--- src/hdl/hsh_pkg.sv ---
// Shared constants, payload types and codes for the hue shift pipeline.
package hsh_pkg;

  localparam int CHANNEL_BITS      = 8;
  localparam int HUE_FRACTION_BITS = 8;

  // Hue values run 0..6*ONE-1, so three integer bits above the fraction.
  localparam int HUE_W     = HUE_FRACTION_BITS + 3;
  // Quotient of |diff|*ONE/d is at most ONE.
  localparam int QUO_W     = HUE_FRACTION_BITS + 1;
  localparam int DIV_STEPS  = 3;
  localparam int DIV_STAGES = (QUO_W + DIV_STEPS - 1) / DIV_STEPS;
  localparam int DIV_TOTAL  = DIV_STAGES * DIV_STEPS;
  localparam int DIV_EXTRA  = DIV_TOTAL - QUO_W;
  localparam int KW         = HUE_FRACTION_BITS + 1;

  localparam logic [HUE_W-1:0] HUE_ONE  = HUE_W'(1 << HUE_FRACTION_BITS);
  localparam logic [HUE_W-1:0] HUE_TURN = HUE_W'(6 << HUE_FRACTION_BITS);

  typedef logic [CHANNEL_BITS-1:0] chan_t;
  typedef logic [CHANNEL_BITS:0]   cand_t;
  typedef logic [DIV_TOTAL-1:0]    qdiv_t;
  typedef logic [HUE_W-1:0]        hue_val_t;
  typedef logic [KW-1:0]           kval_t;

  typedef enum logic [1:0] {
    SEC_RED   = 2'd0,
    SEC_GREEN = 2'd1,
    SEC_BLUE  = 2'd2
  } sec_t;

  typedef struct packed {
    chan_t alpha;
    chan_t vmax;
    chan_t d;
    sec_t  sec;
    logic  neg;
  } ctx_t;

  typedef struct packed {
    ctx_t  ctx;
    cand_t cand;
    qdiv_t q;
  } div_t;

  typedef struct packed {
    chan_t    alpha;
    chan_t    vmax;
    chan_t    d;
    hue_val_t hue;
  } hue_t;

endpackage

--- src/hdl/hsh_ifs.sv ---
// Valid/ready channel interfaces for the pixel input and the pixel result.
interface hsh_in_if import hsh_pkg::*; ();
  logic  valid;
  logic  ready;
  chan_t red_in;
  chan_t green_in;
  chan_t blue_in;
  chan_t alpha_in;

  modport source (output valid, output red_in, output green_in, output blue_in,
                  output alpha_in, input ready);
  modport sink (input valid, input red_in, input green_in, input blue_in,
                input alpha_in, output ready);
endinterface

interface hsh_out_if import hsh_pkg::*; ();
  logic  valid;
  logic  ready;
  chan_t red_out;
  chan_t green_out;
  chan_t blue_out;
  chan_t alpha_out;

  modport source (output valid, output red_out, output green_out, output blue_out,
                  output alpha_out, input ready);
  modport sink (input valid, input red_out, input green_out, input blue_out,
                input alpha_out, output ready);
endinterface

--- src/hdl/hsh_analyze.sv ---
// First stage: max, min, chroma, hue sector and the divider's starting operand.
module hsh_analyze import hsh_pkg::*; (
  input  logic          clk,
  input  logic          rst_n,
  hsh_in_if.sink        in_ch,
  output logic          dn_valid,
  input  logic          dn_ready,
  output div_t          dn_data
);

  logic  v_r;
  div_t  data_r;
  div_t  data_nxt;
  chan_t vmax;
  chan_t vmin;
  chan_t x;
  chan_t y;
  sec_t  sec;

  assign in_ch.ready = !v_r || dn_ready;
  assign dn_valid    = v_r;
  assign dn_data     = data_r;

  always_comb begin
    vmax = in_ch.red_in;
    vmin = in_ch.red_in;
    if (in_ch.green_in > vmax) vmax = in_ch.green_in;
    if (in_ch.blue_in > vmax) vmax = in_ch.blue_in;
    if (in_ch.green_in < vmin) vmin = in_ch.green_in;
    if (in_ch.blue_in < vmin) vmin = in_ch.blue_in;

    // Ties resolve red first, then green, then blue.
    if (in_ch.red_in >= vmax) begin
      sec = SEC_RED;
    end else if (in_ch.green_in >= vmax) begin
      sec = SEC_GREEN;
    end else begin
      sec = SEC_BLUE;
    end

    case (sec)
      SEC_RED: begin
        x = in_ch.green_in;
        y = in_ch.blue_in;
      end
      SEC_GREEN: begin
        x = in_ch.blue_in;
        y = in_ch.red_in;
      end
      SEC_BLUE: begin
        x = in_ch.red_in;
        y = in_ch.green_in;
      end
      default: begin
        x = in_ch.red_in;
        y = in_ch.green_in;
      end
    endcase

    data_nxt.ctx.alpha = in_ch.alpha_in;
    data_nxt.ctx.vmax  = vmax;
    data_nxt.ctx.d     = vmax - vmin;
    data_nxt.ctx.sec   = sec;
    data_nxt.ctx.neg   = x < y;
    data_nxt.cand      = (x >= y) ? {1'b0, x - y} : {1'b0, y - x};
    data_nxt.q         = '0;
  end

  always_ff @(posedge clk) begin
    if (!rst_n) begin
      v_r <= 1'b0;
    end else if (in_ch.ready) begin
      v_r <= in_ch.valid;
    end
  end

  always_ff @(posedge clk) begin
    if (in_ch.ready && in_ch.valid) begin
      data_r <= data_nxt;
    end
  end

endmodule

--- src/hdl/hsh_div_stage.sv ---
// One pipelined slice of the restoring divider: a few quotient bits per stage.
module hsh_div_stage import hsh_pkg::*; (
  input  logic clk,
  input  logic rst_n,
  input  logic up_valid,
  output logic up_ready,
  input  div_t up_data,
  output logic dn_valid,
  input  logic dn_ready,
  output div_t dn_data
);

  logic v_r;
  div_t data_r;
  div_t data_nxt;

  assign up_ready = !v_r || dn_ready;
  assign dn_valid = v_r;
  assign dn_data  = data_r;

  // The candidate is the partial remainder already shifted left, so every
  // step is a compare, an optional subtract and a shift.
  always_comb begin : steps
    cand_t rem;
    logic  qbit;
    data_nxt = up_data;
    for (int i = 0; i < DIV_STEPS; i++) begin
      if (data_nxt.cand >= {1'b0, data_nxt.ctx.d}) begin
        rem  = data_nxt.cand - {1'b0, data_nxt.ctx.d};
        qbit = 1'b1;
      end else begin
        rem  = data_nxt.cand;
        qbit = 1'b0;
      end
      data_nxt.cand = {rem[CHANNEL_BITS-1:0], 1'b0};
      data_nxt.q    = {data_nxt.q[DIV_TOTAL-2:0], qbit};
    end
  end

  always_ff @(posedge clk) begin
    if (!rst_n) begin
      v_r <= 1'b0;
    end else if (up_ready) begin
      v_r <= up_valid;
    end
  end

  always_ff @(posedge clk) begin
    if (up_ready && up_valid) begin
      data_r <= data_nxt;
    end
  end

endmodule

--- src/hdl/hsh_hue.sv ---
// Two stages: assemble the pixel hue from the quotient, then add the offset.
module hsh_hue import hsh_pkg::*; (
  input  logic     clk,
  input  logic     rst_n,
  input  hue_val_t shift,
  input  logic     up_valid,
  output logic     up_ready,
  input  div_t     up_data,
  output logic     dn_valid,
  input  logic     dn_ready,
  output hue_t     dn_data
);

  logic               e_v_r;
  hue_t               e_r;
  hue_t               e_nxt;
  logic               f_v_r;
  hue_t               f_r;
  hue_t               f_nxt;
  logic               e_ready;
  logic [QUO_W-1:0]   q;
  logic               rnz;
  logic [QUO_W:0]     qm;
  logic [HUE_W:0]     qext;
  logic [HUE_W-1:0]   base;
  logic [HUE_W:0]     hs;
  logic [HUE_W:0]     sum;

  assign e_ready  = !f_v_r || dn_ready;
  assign up_ready = !e_v_r || e_ready;
  assign dn_valid = f_v_r;
  assign dn_data  = f_r;

  always_comb begin
    // Extra low quotient bits, if any, only feed the floor correction.
    q   = QUO_W'(up_data.q >> DIV_EXTRA);
    rnz = (up_data.cand != '0) ||
          ((up_data.q & DIV_TOTAL'((1 << DIV_EXTRA) - 1)) != '0);
    // A negative difference rounds toward minus infinity.
    qm   = {1'b0, q} + (QUO_W + 1)'(up_data.ctx.neg && rnz);
    qext = {{(HUE_W - QUO_W){1'b0}}, qm};

    case (up_data.ctx.sec)
      SEC_RED:   base = '0;
      SEC_GREEN: base = HUE_ONE << 1;
      SEC_BLUE:  base = HUE_ONE << 2;
      default:   base = '0;
    endcase

    hs = up_data.ctx.neg ? ({1'b0, base} - qext) : ({1'b0, base} + qext);

    e_nxt.alpha = up_data.ctx.alpha;
    e_nxt.vmax  = up_data.ctx.vmax;
    e_nxt.d     = up_data.ctx.d;
    e_nxt.hue   = hs[HUE_W] ? (hs[HUE_W-1:0] + HUE_TURN) : hs[HUE_W-1:0];
  end

  always_comb begin
    sum       = {1'b0, e_r.hue} + {1'b0, shift};
    f_nxt     = e_r;
    f_nxt.hue = (sum >= {1'b0, HUE_TURN}) ? HUE_W'(sum - {1'b0, HUE_TURN})
                                          : sum[HUE_W-1:0];
  end

  always_ff @(posedge clk) begin
    if (!rst_n) begin
      e_v_r <= 1'b0;
      f_v_r <= 1'b0;
    end else begin
      if (up_ready) begin
        e_v_r <= up_valid;
      end
      if (e_ready) begin
        f_v_r <= e_v_r;
      end
    end
  end

  always_ff @(posedge clk) begin
    if (up_ready && up_valid) begin
      e_r <= e_nxt;
    end
    if (e_ready && e_v_r) begin
      f_r <= f_nxt;
    end
  end

endmodule

--- src/hdl/hsh_rebuild.sv ---
// Two stages: per-channel weight from the shifted hue, then value minus scaled chroma.
module hsh_rebuild import hsh_pkg::*; (
  input  logic      clk,
  input  logic      rst_n,
  input  logic      up_valid,
  output logic      up_ready,
  input  hue_t      up_data,
  hsh_out_if.source out_ch
);

  localparam logic [HUE_W:0] OFF_RED   = (HUE_W + 1)'(5 << HUE_FRACTION_BITS);
  localparam logic [HUE_W:0] OFF_GREEN = (HUE_W + 1)'(3 << HUE_FRACTION_BITS);
  localparam logic [HUE_W:0] OFF_BLUE  = (HUE_W + 1)'(1 << HUE_FRACTION_BITS);

  typedef struct packed {
    chan_t alpha;
    chan_t vmax;
    chan_t d;
    kval_t kr;
    kval_t kg;
    kval_t kb;
  } wgt_t;

  logic g_v_r;
  wgt_t g_r;
  wgt_t g_nxt;
  logic g_ready;
  logic o_v_r;
  chan_t red_r;
  chan_t green_r;
  chan_t blue_r;
  chan_t alpha_r;
  chan_t red_nxt;
  chan_t green_nxt;
  chan_t blue_nxt;

  // k = clamp(min(m, 4*ONE - m), 0, ONE) with m = (offset + hue) mod turn.
  function automatic kval_t chan_weight(input hue_val_t hue, input logic [HUE_W:0] off);
    logic [HUE_W:0]   msum;
    logic [HUE_W-1:0] m;
    logic [HUE_W-1:0] t;
    logic [HUE_W-1:0] kk;
    msum = {1'b0, hue} + off;
    m = (msum >= {1'b0, HUE_TURN}) ? HUE_W'(msum - {1'b0, HUE_TURN}) : msum[HUE_W-1:0];
    if (m > (HUE_ONE << 2)) begin
      kk = '0;
    end else begin
      t  = (HUE_ONE << 2) - m;
      kk = (m < t) ? m : t;
      if (kk > HUE_ONE) kk = HUE_ONE;
    end
    return kk[KW-1:0];
  endfunction

  function automatic chan_t chan_value(input chan_t vmax, input chan_t d, input kval_t k);
    logic [CHANNEL_BITS+KW-1:0] prod;
    prod = {{KW{1'b0}}, d} * {{CHANNEL_BITS{1'b0}}, k};
    return vmax - CHANNEL_BITS'(prod >> HUE_FRACTION_BITS);
  endfunction

  assign g_ready  = !o_v_r || out_ch.ready;
  assign up_ready = !g_v_r || g_ready;

  assign out_ch.valid     = o_v_r;
  assign out_ch.red_out   = red_r;
  assign out_ch.green_out = green_r;
  assign out_ch.blue_out  = blue_r;
  assign out_ch.alpha_out = alpha_r;

  always_comb begin
    g_nxt.alpha = up_data.alpha;
    g_nxt.vmax  = up_data.vmax;
    g_nxt.d     = up_data.d;
    g_nxt.kr    = chan_weight(up_data.hue, OFF_RED);
    g_nxt.kg    = chan_weight(up_data.hue, OFF_GREEN);
    g_nxt.kb    = chan_weight(up_data.hue, OFF_BLUE);
  end

  // A gray pixel has zero chroma, so every channel comes out as the value.
  always_comb begin
    red_nxt   = chan_value(g_r.vmax, g_r.d, g_r.kr);
    green_nxt = chan_value(g_r.vmax, g_r.d, g_r.kg);
    blue_nxt  = chan_value(g_r.vmax, g_r.d, g_r.kb);
  end

  always_ff @(posedge clk) begin
    if (!rst_n) begin
      g_v_r <= 1'b0;
      o_v_r <= 1'b0;
    end else begin
      if (up_ready) begin
        g_v_r <= up_valid;
      end
      if (g_ready) begin
        o_v_r <= g_v_r;
      end
    end
  end

  always_ff @(posedge clk) begin
    if (up_ready && up_valid) begin
      g_r <= g_nxt;
    end
    if (g_ready && g_v_r) begin
      red_r   <= red_nxt;
      green_r <= green_nxt;
      blue_r  <= blue_nxt;
      alpha_r <= g_r.alpha;
    end
  end

endmodule

--- src/hdl/rgb_hue_shift.sv ---
// Every accepted input transaction yields one result transaction. Throughput: one pixel
// per cycle while out_ch is ready; the eight register stages (analysis, three
// divider slices of three quotient bits each, hue, offset, weight, output) each hold one.
// Each stage stalls on its own, so bubbles close up while the output waits.
// Reset clears all stage valid bits and sets the hue offset to 0.
module rgb_hue_shift import hsh_pkg::*; (
  input  logic             clk,
  input  logic             rst_n,
  input  logic             cfg_we,
  input  logic [HUE_W-1:0] cfg_data,
  hsh_in_if.sink           in_ch,
  hsh_out_if.source        out_ch
);

  hue_val_t shift_r;
  hue_val_t shift_nxt;

  logic div_v   [DIV_STAGES+1];
  logic div_rdy [DIV_STAGES+1];
  div_t div_d   [DIV_STAGES+1];

  logic hue_v;
  logic hue_rdy;
  hue_t hue_d;

  // Offsets past one turn are folded once at write time.
  assign shift_nxt = (cfg_data >= HUE_TURN) ? (cfg_data - HUE_TURN) : cfg_data;

  always_ff @(posedge clk) begin
    if (!rst_n) begin
      shift_r <= '0;
    end else if (cfg_we) begin
      shift_r <= shift_nxt;
    end
  end

  hsh_analyze u_analyze (
    .clk      (clk),
    .rst_n    (rst_n),
    .in_ch    (in_ch),
    .dn_valid (div_v[0]),
    .dn_ready (div_rdy[0]),
    .dn_data  (div_d[0])
  );

  for (genvar s = 0; s < DIV_STAGES; s++) begin : g_div
    hsh_div_stage u_div (
      .clk      (clk),
      .rst_n    (rst_n),
      .up_valid (div_v[s]),
      .up_ready (div_rdy[s]),
      .up_data  (div_d[s]),
      .dn_valid (div_v[s+1]),
      .dn_ready (div_rdy[s+1]),
      .dn_data  (div_d[s+1])
    );
  end

  hsh_hue u_hue (
    .clk      (clk),
    .rst_n    (rst_n),
    .shift    (shift_r),
    .up_valid (div_v[DIV_STAGES]),
    .up_ready (div_rdy[DIV_STAGES]),
    .up_data  (div_d[DIV_STAGES]),
    .dn_valid (hue_v),
    .dn_ready (hue_rdy),
    .dn_data  (hue_d)
  );

  hsh_rebuild u_rebuild (
    .clk      (clk),
    .rst_n    (rst_n),
    .up_valid (hue_v),
    .up_ready (hue_rdy),
    .up_data  (hue_d),
    .out_ch   (out_ch)
  );

endmodule

--- src/flat_wrapper.sv ---
// flat-port wrapper written by rule: the top's interface ports become plain ports
module rgb_hue_shift_flat import hsh_pkg::*;
  (clk, rst_n, cfg_we, cfg_data, in_ch_valid, in_ch_red_in, in_ch_green_in, in_ch_blue_in, in_ch_alpha_in, in_ch_ready, out_ch_valid, out_ch_red_out, out_ch_green_out, out_ch_blue_out, out_ch_alpha_out, out_ch_ready);
  hsh_in_if in_ch_i ();
  hsh_out_if out_ch_i ();
  input  logic clk;
  input  logic rst_n;
  input  logic cfg_we;
  input  logic [HUE_W-1:0] cfg_data;
  input wire logic [$bits(in_ch_i.valid)-1:0] in_ch_valid;
  input wire logic [$bits(in_ch_i.red_in)-1:0] in_ch_red_in;
  input wire logic [$bits(in_ch_i.green_in)-1:0] in_ch_green_in;
  input wire logic [$bits(in_ch_i.blue_in)-1:0] in_ch_blue_in;
  input wire logic [$bits(in_ch_i.alpha_in)-1:0] in_ch_alpha_in;
  output wire logic [$bits(in_ch_i.ready)-1:0] in_ch_ready;
  output wire logic [$bits(out_ch_i.valid)-1:0] out_ch_valid;
  output wire logic [$bits(out_ch_i.red_out)-1:0] out_ch_red_out;
  output wire logic [$bits(out_ch_i.green_out)-1:0] out_ch_green_out;
  output wire logic [$bits(out_ch_i.blue_out)-1:0] out_ch_blue_out;
  output wire logic [$bits(out_ch_i.alpha_out)-1:0] out_ch_alpha_out;
  input wire logic [$bits(out_ch_i.ready)-1:0] out_ch_ready;
  assign in_ch_i.valid = in_ch_valid;
  assign in_ch_i.red_in = in_ch_red_in;
  assign in_ch_i.green_in = in_ch_green_in;
  assign in_ch_i.blue_in = in_ch_blue_in;
  assign in_ch_i.alpha_in = in_ch_alpha_in;
  assign in_ch_ready = in_ch_i.ready;
  assign out_ch_valid = out_ch_i.valid;
  assign out_ch_red_out = out_ch_i.red_out;
  assign out_ch_green_out = out_ch_i.green_out;
  assign out_ch_blue_out = out_ch_i.blue_out;
  assign out_ch_alpha_out = out_ch_i.alpha_out;
  assign out_ch_i.ready = out_ch_ready;
  rgb_hue_shift u_core (.clk(clk), .rst_n(rst_n), .cfg_we(cfg_we), .cfg_data(cfg_data), .in_ch(in_ch_i), .out_ch(out_ch_i));
endmodule
--- config.mk ---
export PLATFORM = sky130hd
export DESIGN_NAME = rgb_hue_shift_flat
export DESIGN_NICKNAME = d
export VERILOG_FILES = /design/src/hdl/hsh_pkg.sv /design/src/hdl/hsh_ifs.sv /design/src/hdl/hsh_analyze.sv /design/src/hdl/hsh_div_stage.sv /design/src/hdl/hsh_hue.sv /design/src/hdl/hsh_rebuild.sv /design/src/hdl/rgb_hue_shift.sv /design/src/flat_wrapper.sv
export SDC_FILE = /design/constraint.sdc
export NUM_CORES = 1
export LEC_CHECK = 0
export ABC_CLOCK_PERIOD_IN_PS = 18900
export BUFFER_PORTS_ARGS = -buffer_cell sky130_fd_sc_hd__buf_2
export CAP_MARGIN = 5
export CELL_PAD_IN_SITES_DETAIL_PLACEMENT = 1
export CELL_PAD_IN_SITES_GLOBAL_PLACEMENT = 2
export CORE_MARGIN = 4
export CORE_UTILIZATION = 47
export CTS_BUF_LIST = sky130_fd_sc_hd__clkbuf_8
export DETAILED_ROUTE_END_ITERATION = 7
export MAX_ROUTING_LAYER = met4
export PLACE_DENSITY_LB_ADDON = 0.1
export SYNTH_ARGS = -nofsm -noshare
export SYNTH_HDL_FRONTEND = slang
export SYNTH_SLANG_ARGS = --single-unit
--- constraint.sdc ---
create_clock -name clk -period 18.9 [get_ports clk]
set_clock_uncertainty 0.15 [all_clocks]
set_input_delay 0.945 -clock clk [delete_from_list [all_inputs] [get_ports clk]]
set_output_delay 0.945 -clock clk [all_outputs]
set_load 0.01 [all_outputs]
==> flow_summary.ini, run 1 <==
[sta]
finalHoldViolCount = 0
drv_slew = 0
fmax_mhz = 96.5
hold_ws_ns = 0.249
relSlewSlack_pct = 21.5
finalSetupTns_ns = 0
worst_slew_pin_slew_ns = 1.18
rsz0062_at_grt = false
setup_viol = 0
fin_crit_ns = 10.36
fin_crit_sh_pct = 54.8

[setup_path]
cpPeakStageDelay_ns = 1.04
cp_common_cell = a21oi_1
crit_type = in2reg
r2r-start = u_core.g_div[0].u_div.dn_data[22]
worstPathArrival_ns = 10.59
critPathRequiredTime_ns = 19.13
cp_slowest_cell = nor3b_4
crit_fanout = 31
crit_path_start = in_ch_red_in[5]
end_kind = flip-flop
cp-start-kind = input pin
rrSetupSlack_ns = 9.33

[yosys]
postSynthRegisterBits = 330
ys_dominant_reg_cell = edfxtp_1
yosysTopAreaCellShare_pct = 36.2
ys_warn_count = 0
avgSynthCellArea_um2 = 10.5
synth_top_family_by_area = adder cells
yosysTopAreaCell = edfxtp_1
yosysSeqAreaShare_pct = 37.6
yosysUniqueCellTypes = 98
synthSimpleGateAreaFrac_pct = 14.2
synth_edf_count = 311
syn_nets = 2913
synth_xor_area_share_pct = 4.95
synth-adder-area-share_pct = 23.0
synth.mux.area_fraction_pct = 2.88
synth_compound_area_share_pct = 11.6
synth_cells = 2469
synth_area_leaders = edfxtp_1 (36%), ha_1 (13%), fa_1 (10%)
synthArstFlopShare_pct = 0
syn_area_um2 = 25800

[global_route]
grt_antenna_before_repair = 1
overflow = 0
grt_usage_pct = 23.4
first_global_vias = 20400
grt_pass1_wl_um = 109000
grt_max_degree = 52

[routing]
initialDrtViolationCount = 882
drc = 0
wirelength_um = 66800
wl_per_cell_um = 20.2
viasPerCell = 5.59
ant_nets = 0
vias = 18500
drt_first_pass_iters = 4

[layout]
drive_gt1_share_pct = 10.3
syn2layout_area_growth_pct = 9.39
final_area_um2 = 28200
utilization_pct = 52.2
fin_nets = 3008

[cts]
cts_sinks = 330
postCtsSetupRepairBufs = 0
cts_buffer_depth = 3
h-tree-depth = 2
clk_latency_ns = 0.65
clkTransAtPathRegs_ns = 0.06
root_buffer = clkbuf_8
cts_tree = built
cts_buffers = 59
cts_hold_buf = 0
cts-resized-gates = 0

[floorplanning]
fp.dieW_um = 242
die-height_um = 242
dieArea_um2 = 58800
start_util_pct = 47.7
io_pins = 82
fp-row-count = 85
core_area_um2 = 54100

[placement]
port_buffers = 81
dp_hpwl_um = 51500
gp_congestion = 0.871
place_area_um2 = 27000

[power_and_ir_drop]
powerDensity_nw_per_um2 = 154
vdd_ir_drop_max_mv = 0.363
p_leak_nw = 12.1

[flow_run]
cap_violations = 0

[worst_hold_path]
hp-class = reg2reg
min_from = u_core.u_hue.dn_data[17]

[status]
outcome = finished, final reports clean
## layout by cell type, fill, tap and decap left out, types with 22 or more instances in the layout
cell      count
ha_1        266
buf_2        81
nand2b_1     23
and2_1      109
mux2i_1      44
mux2_2       27
nor3_1       32
o21a_1       23
a21boi_0     23
edfxtp_1    311
nand3_1      34
nor2_1      129
nor2b_1      47
xor2_1       50
fa_1        130
o21ai_0      73
clkbuf_8     59
inv_1       318
a21o_1       25
xnor2_1      96
a21oi_1     119
a221o_1      22
nand2_1     217
## area by class of cell
class / instances / area (µm²)
Clock buffer: 59 / 812
Timing Repair Buffer: 96 / 518
Antenna cell: 1 / 2.50
Multi-Input combinational cell: 1767 / 14700
Inverter: 310 / 1160
Fill cell: 5966 / 25900
Tap cell: 696 / 871
Sequential cell: 330 / 9720
Clock inverter: 51 / 444
## logic make-up (layout without fill, tap and decap cells)
| logic type | count (synthesis) | count (layout) |
|---|---|---|
| muxes | 71 | 71 |
| DFF | 330 | 330 |
| xor gates and xnor gates | 146 | 146 |
| other | 0 | 1 |
| adders and majority gates | 397 | 397 |
| buffers and inverters | 372 | 516 |
| AOI/OAI and AO/OA | 436 | 436 |
| and+or+nand+nor | 717 | 717 |
## per-stage QoR
step / cells / setup WS, ns / total power [W]
floorplan: 2469 / 9.93 / 0.00303
global placement: 3199 / 8.24 / 0.00355
detailed placement: 3199 / 7.92 / 0.00363
CTS: 3309 / 8.59 / 0.00439
global route: 3310 / 7.81 / 0.00474
finish: 3310 / 8.54 / 0.00435
## sequential cells by signal, indices dropped and copies added (netlist names)
register and flops:
u_core.u_rebuild.out_ch.blue_out 8, u_core.shift_r 11, u_core.g_div.u_div.dn_valid 3, u_core.u_rebuild.g_v_r 1, u_core.u_rebuild.out_ch.valid 1, u_core.u_analyze.dn_data 35, u_core.u_rebuild.out_ch.alpha_out 8, u_core.u_hue.dn_data 35
u_core.u_rebuild.g_r 51, u_core.u_rebuild.out_ch.red_out 8, u_core.g_div.u_div.dn_data 123, u_core.u_hue.dn_valid 1, u_core.u_hue.e_r 35, u_core.u_analyze.dn_valid 1, u_core.u_hue.e_v_r 1, u_core.u_rebuild.out_ch.green_out 8
## worst max-delay path, delay by kind of cell
| kind | cells | cell delay [ns] |
|---|---|---|
| mux | 2 | 0.56 |
| xor+xnor | 1 | 0.14 |
| buf+inv | 5 | 0.65 |
| compound gates | 19 | 4.42 |
| simple gates | 7 | 2.53 |
| fa+ha+maj | 5 | 1.32 |
## report_power, final
part | total (W) | internal (W) | switching, W
registers | 0.00105 | 0.00100 | 0.0000474
logic | 0.00258 | 0.00112 | 0.00147
clock network | 0.000713 | 0.000404 | 0.000309
total | 0.00435 | 0.00252 | 0.00182
## routing by layer
| metal | wire length (µm) | track usage, % | up-vias |
|---|---|---|---|
| met3 | 1770 | 2.49 | 110 |
| met5 | 0 | - | - |
| met1 | 28500 | 28.0 | 9326 |
| li1 | - | - | 8828 |
| met2 | 34500 | 41.7 | 250 |
| met4 | 1970 | 7.32 | 0 |
## cells in the mapped netlist, types with 7 or more instances
library cell	instances
mux2_2	27
ha_1	266
mux2i_1	44
and2_1	109
fa_1	130
a221o_1	22
o21a_1	23
o31ai_1	9
inv_1	305
nand3_1	34
a221oi_1	14
nand2_1	217
a21boi_0	25
o21ai_1	9
xnor2_1	96
a21o_1	25
o21ai_0	73
xor2_1	50
or2_2	19
o21bai_1	14
nor4_1	14
a31oi_1	10
nor2_1	129
clkbuf_1	37
o221ai_1	10
nand2b_1	23
and3_1	16
o2111ai_1	7
nand4_1	14
edfxtp_1	311
a211oi_1	8
nand3b_1	9
nor3_1	32
or3_1	12
o211ai_1	11
buf_2	16
dfxtp_1	19
a21oi_1	119
nor2b_1	51
## path summary, 6_finish.rpt
| kind | endpoint | cells after the start |
|---|---|---|
| max reg2reg | u_core.g_div[1].u_div.dn_data[17] | 36 |
| max | u_core.u_analyze.dn_data[16] | 39 |
| min | u_core.u_rebuild.g_r[33] | 0 |
| min reg2reg | u_core.u_rebuild.g_r[33] | 0 |
(Power assumes the default switching activity.)
==> run 2, diff against run 1 <==
--- a/config.mk
+++ b/config.mk
@@ -5,13 +5,13 @@
 export SDC_FILE = /design/constraint.sdc
 export NUM_CORES = 1
 export LEC_CHECK = 0
-export ABC_CLOCK_PERIOD_IN_PS = 18900
+export ABC_CLOCK_PERIOD_IN_PS = 9460
 export BUFFER_PORTS_ARGS = -buffer_cell sky130_fd_sc_hd__buf_2
 export CAP_MARGIN = 5
 export CELL_PAD_IN_SITES_DETAIL_PLACEMENT = 1
 export CELL_PAD_IN_SITES_GLOBAL_PLACEMENT = 2
 export CORE_MARGIN = 4
-export CORE_UTILIZATION = 47
+export CORE_UTILIZATION = 40
 export CTS_BUF_LIST = sky130_fd_sc_hd__clkbuf_8
 export DETAILED_ROUTE_END_ITERATION = 7
 export MAX_ROUTING_LAYER = met4
==> constraint.sdc (replaced) <==
create_clock -name clk -period 9.46 [get_ports clk]
set_clock_uncertainty 0.15 [all_clocks]
set_input_delay 0.473 -clock clk [delete_from_list [all_inputs] [get_ports clk]]
set_output_delay 0.473 -clock clk [all_outputs]
set_load 0.01 [all_outputs]
==> flow_summary.ini, run 2 (synthesis gave the netlist of run 1 again) <==
[status]
outcome = finished, final reports clean

[worst_hold_path]
worstHoldEndpoint = u_core.u_rebuild.out_ch.valid
min_from = out_ch_ready
hp-class = in2reg
whs_path_depth = 3

[global_route]
grt_antenna_before_repair = 1
grt_usage_pct = 20.6
grt_max_degree = 52
grt_pass1_wl_um = 110000
first_global_vias = 20300
overflow = 0

[layout]
utilization_pct = 45.2
final_cell_mix = inv_1 (315), edfxtp_1 (311), ha_1 (266)
largest_register_ffs = 123
multi_input_area_um2 = 14700
final_cell_count_no_fill = 3495
final_common_cell = inv_1
fin_nets = 3045
seq_area_um2 = 9720
nFillCells = 7081
syn2layout_area_growth_pct = 11.3
final_area_um2 = 28700
drive_gt1_share_pct = 10.7

[setup_path]
critical_path_buf_inv_count = 7
cp_slowest_cell = nor4_2
crit_fanout = 26
rrSetupSlack_ns = 0.91
cp-start-kind = input pin
cp_common_cell = a21oi_1
critPathRequiredTime_ns = 9.71
end_kind = flip-flop
crit_type = in2reg
crit_cells = 40
worstPathArrival_ns = 8.97
reg2reg_depth = 34
critPathTopFamily = compound AO/OA/AOI/OAI gates
cpPeakStageDelay_ns = 0.51
r2r-start = u_core.u_analyze.dn_data[21]
r2r-end = u_core.g_div[0].u_div.dn_data[14]

[routing]
drt_first_pass_iters = 5
ant_nets = 0
drc = 0
viasPerCell = 5.28
vias = 18500
initialDrtViolationCount = 638
wirelength_um = 67600
wl_per_cell_um = 19.3

[sta]
finalHoldViolCount = 0
setup_viol = 0
fin_crit_sh_pct = 92.2
worst_slew_pin_slew_ns = 1.14
rsz0062_at_grt = false
fmax_mhz = 115
finalSetupTns_ns = 0
drv_slew = 0
relSlewSlack_pct = 24.1
hold_ws_ns = 0.0867
fin_crit_ns = 8.72

[power_and_ir_drop]
comb_power_share_pct = 60.5
sw_frac_of_total_pct = 41.9
clkPwrFrac_pct = 15.6
vdd_ir_drop_max_mv = 0.583
p_leak_nw = 12.2
seq_power_share_pct = 23.9
powerDensity_nw_per_um2 = 305
p_sw_w = 0.00367
power.internal_w = 0.00509

[floorplanning]
start_util_pct = 40.6
die-height_um = 262
core_area_um2 = 63500
fp-row-count = 92
fp.dieW_um = 262
dieArea_um2 = 68700
io_pins = 82

[cts]
clkTransAtPathRegs_ns = 0.06
cts_buffers = 59
cts_buffer_depth = 3
cts_sinks = 330
root_buffer = clkbuf_8
clk_latency_ns = 0.67
h-tree-depth = 2
cts_tree = built

[placement]
place_area_um2 = 27300
placedCellCount = 3362
gp_congestion = 0.867
dp_hpwl_um = 52000
port_buffers = 81

[flow_run]
cap_violations = 0
## run 2: stage by stage
step,worst slack [ns],total power (W)
4_1_cts,0.622,0.00881
6_report,0.737,0.00875
3_3_place_gp,0.287,0.00723
5_1_grt,0.0293,0.00960
3_5_place_dp,-0.0786,0.00735
2_1_floorplan,0.966,0.00606
## run 2: metal layers
| layer | part of all wire [%] | vias up | GRT usage, % |
|---|---|---|---|
| met3 | 2.5 | 107 | 2.79 |
| met1 | 43 | 9260 | 24.7 |
| met5 | 0 | - | - |
| met2 | 52 | 191 | 36.7 |
| li1 | - | 8904 | - |
| met4 | 2.3 | 0 | 5.47 |
## run 2: repair_timing
item                                    CTS  global route
hold buffers                             22             0
setup buffers                             0             2
resized for setup                         0             3
endpoints found under the setup margin    0            10
hold endpoints to repair                 21             0
## run 2: worst reg2reg max path, delay by kind of cell, from the launching register on
family,cells,cell delay [ns]
muxes,3,1.15
buffers and inverters,2,0.25
and+or+nand+nor,6,0.89
DFF,1,0.59
AOI/OAI and AO/OA,19,3.95
adders and majority gates,4,1.29
## run 2: power by group through the flow
stage,combinational [W],sequential (W),clock (W)
after floorplan,0.00399,0.00207,0
after global placement,0.00512,0.00211,0
after detailed placement,0.00523,0.00212,0
after CTS,0.00529,0.00209,0.00142
after global routing,0.00600,0.00210,0.00149
final,0.00530,0.00209,0.00137
## run 2: final cells by class
cell class	count	area share, %
inverters	310	4.05
repair buffers	133	3.00
diodes	1	0.00871
flip-flops and latches	330	33.8
clock buffers	59	2.83
well taps	846	3.68
multi-input cells	1767	51.3
clock inverters	49	1.33
## run 2: how the worst max path moves through the flow
| stage | slack [ns] | from | endpoint |
|---|---|---|---|
| global placement | 0.29 | in_ch_red_in[7] | u_core.u_analyze.dn_data[16] |
| finish | 0.74 | in_ch_red_in[7] | u_core.u_analyze.dn_data[16] |
| floorplan | 0.97 | in_ch_red_in[7] | u_core.u_analyze.dn_data[16] |
| global route | 0.03 | in_ch_red_in[7] | u_core.u_analyze.dn_data[16] |
| detailed placement | -0.08 | in_ch_red_in[1] | u_core.u_analyze.dn_data[16] |
| CTS | 0.62 | in_ch_red_in[1] | u_core.u_analyze.dn_data[16] |
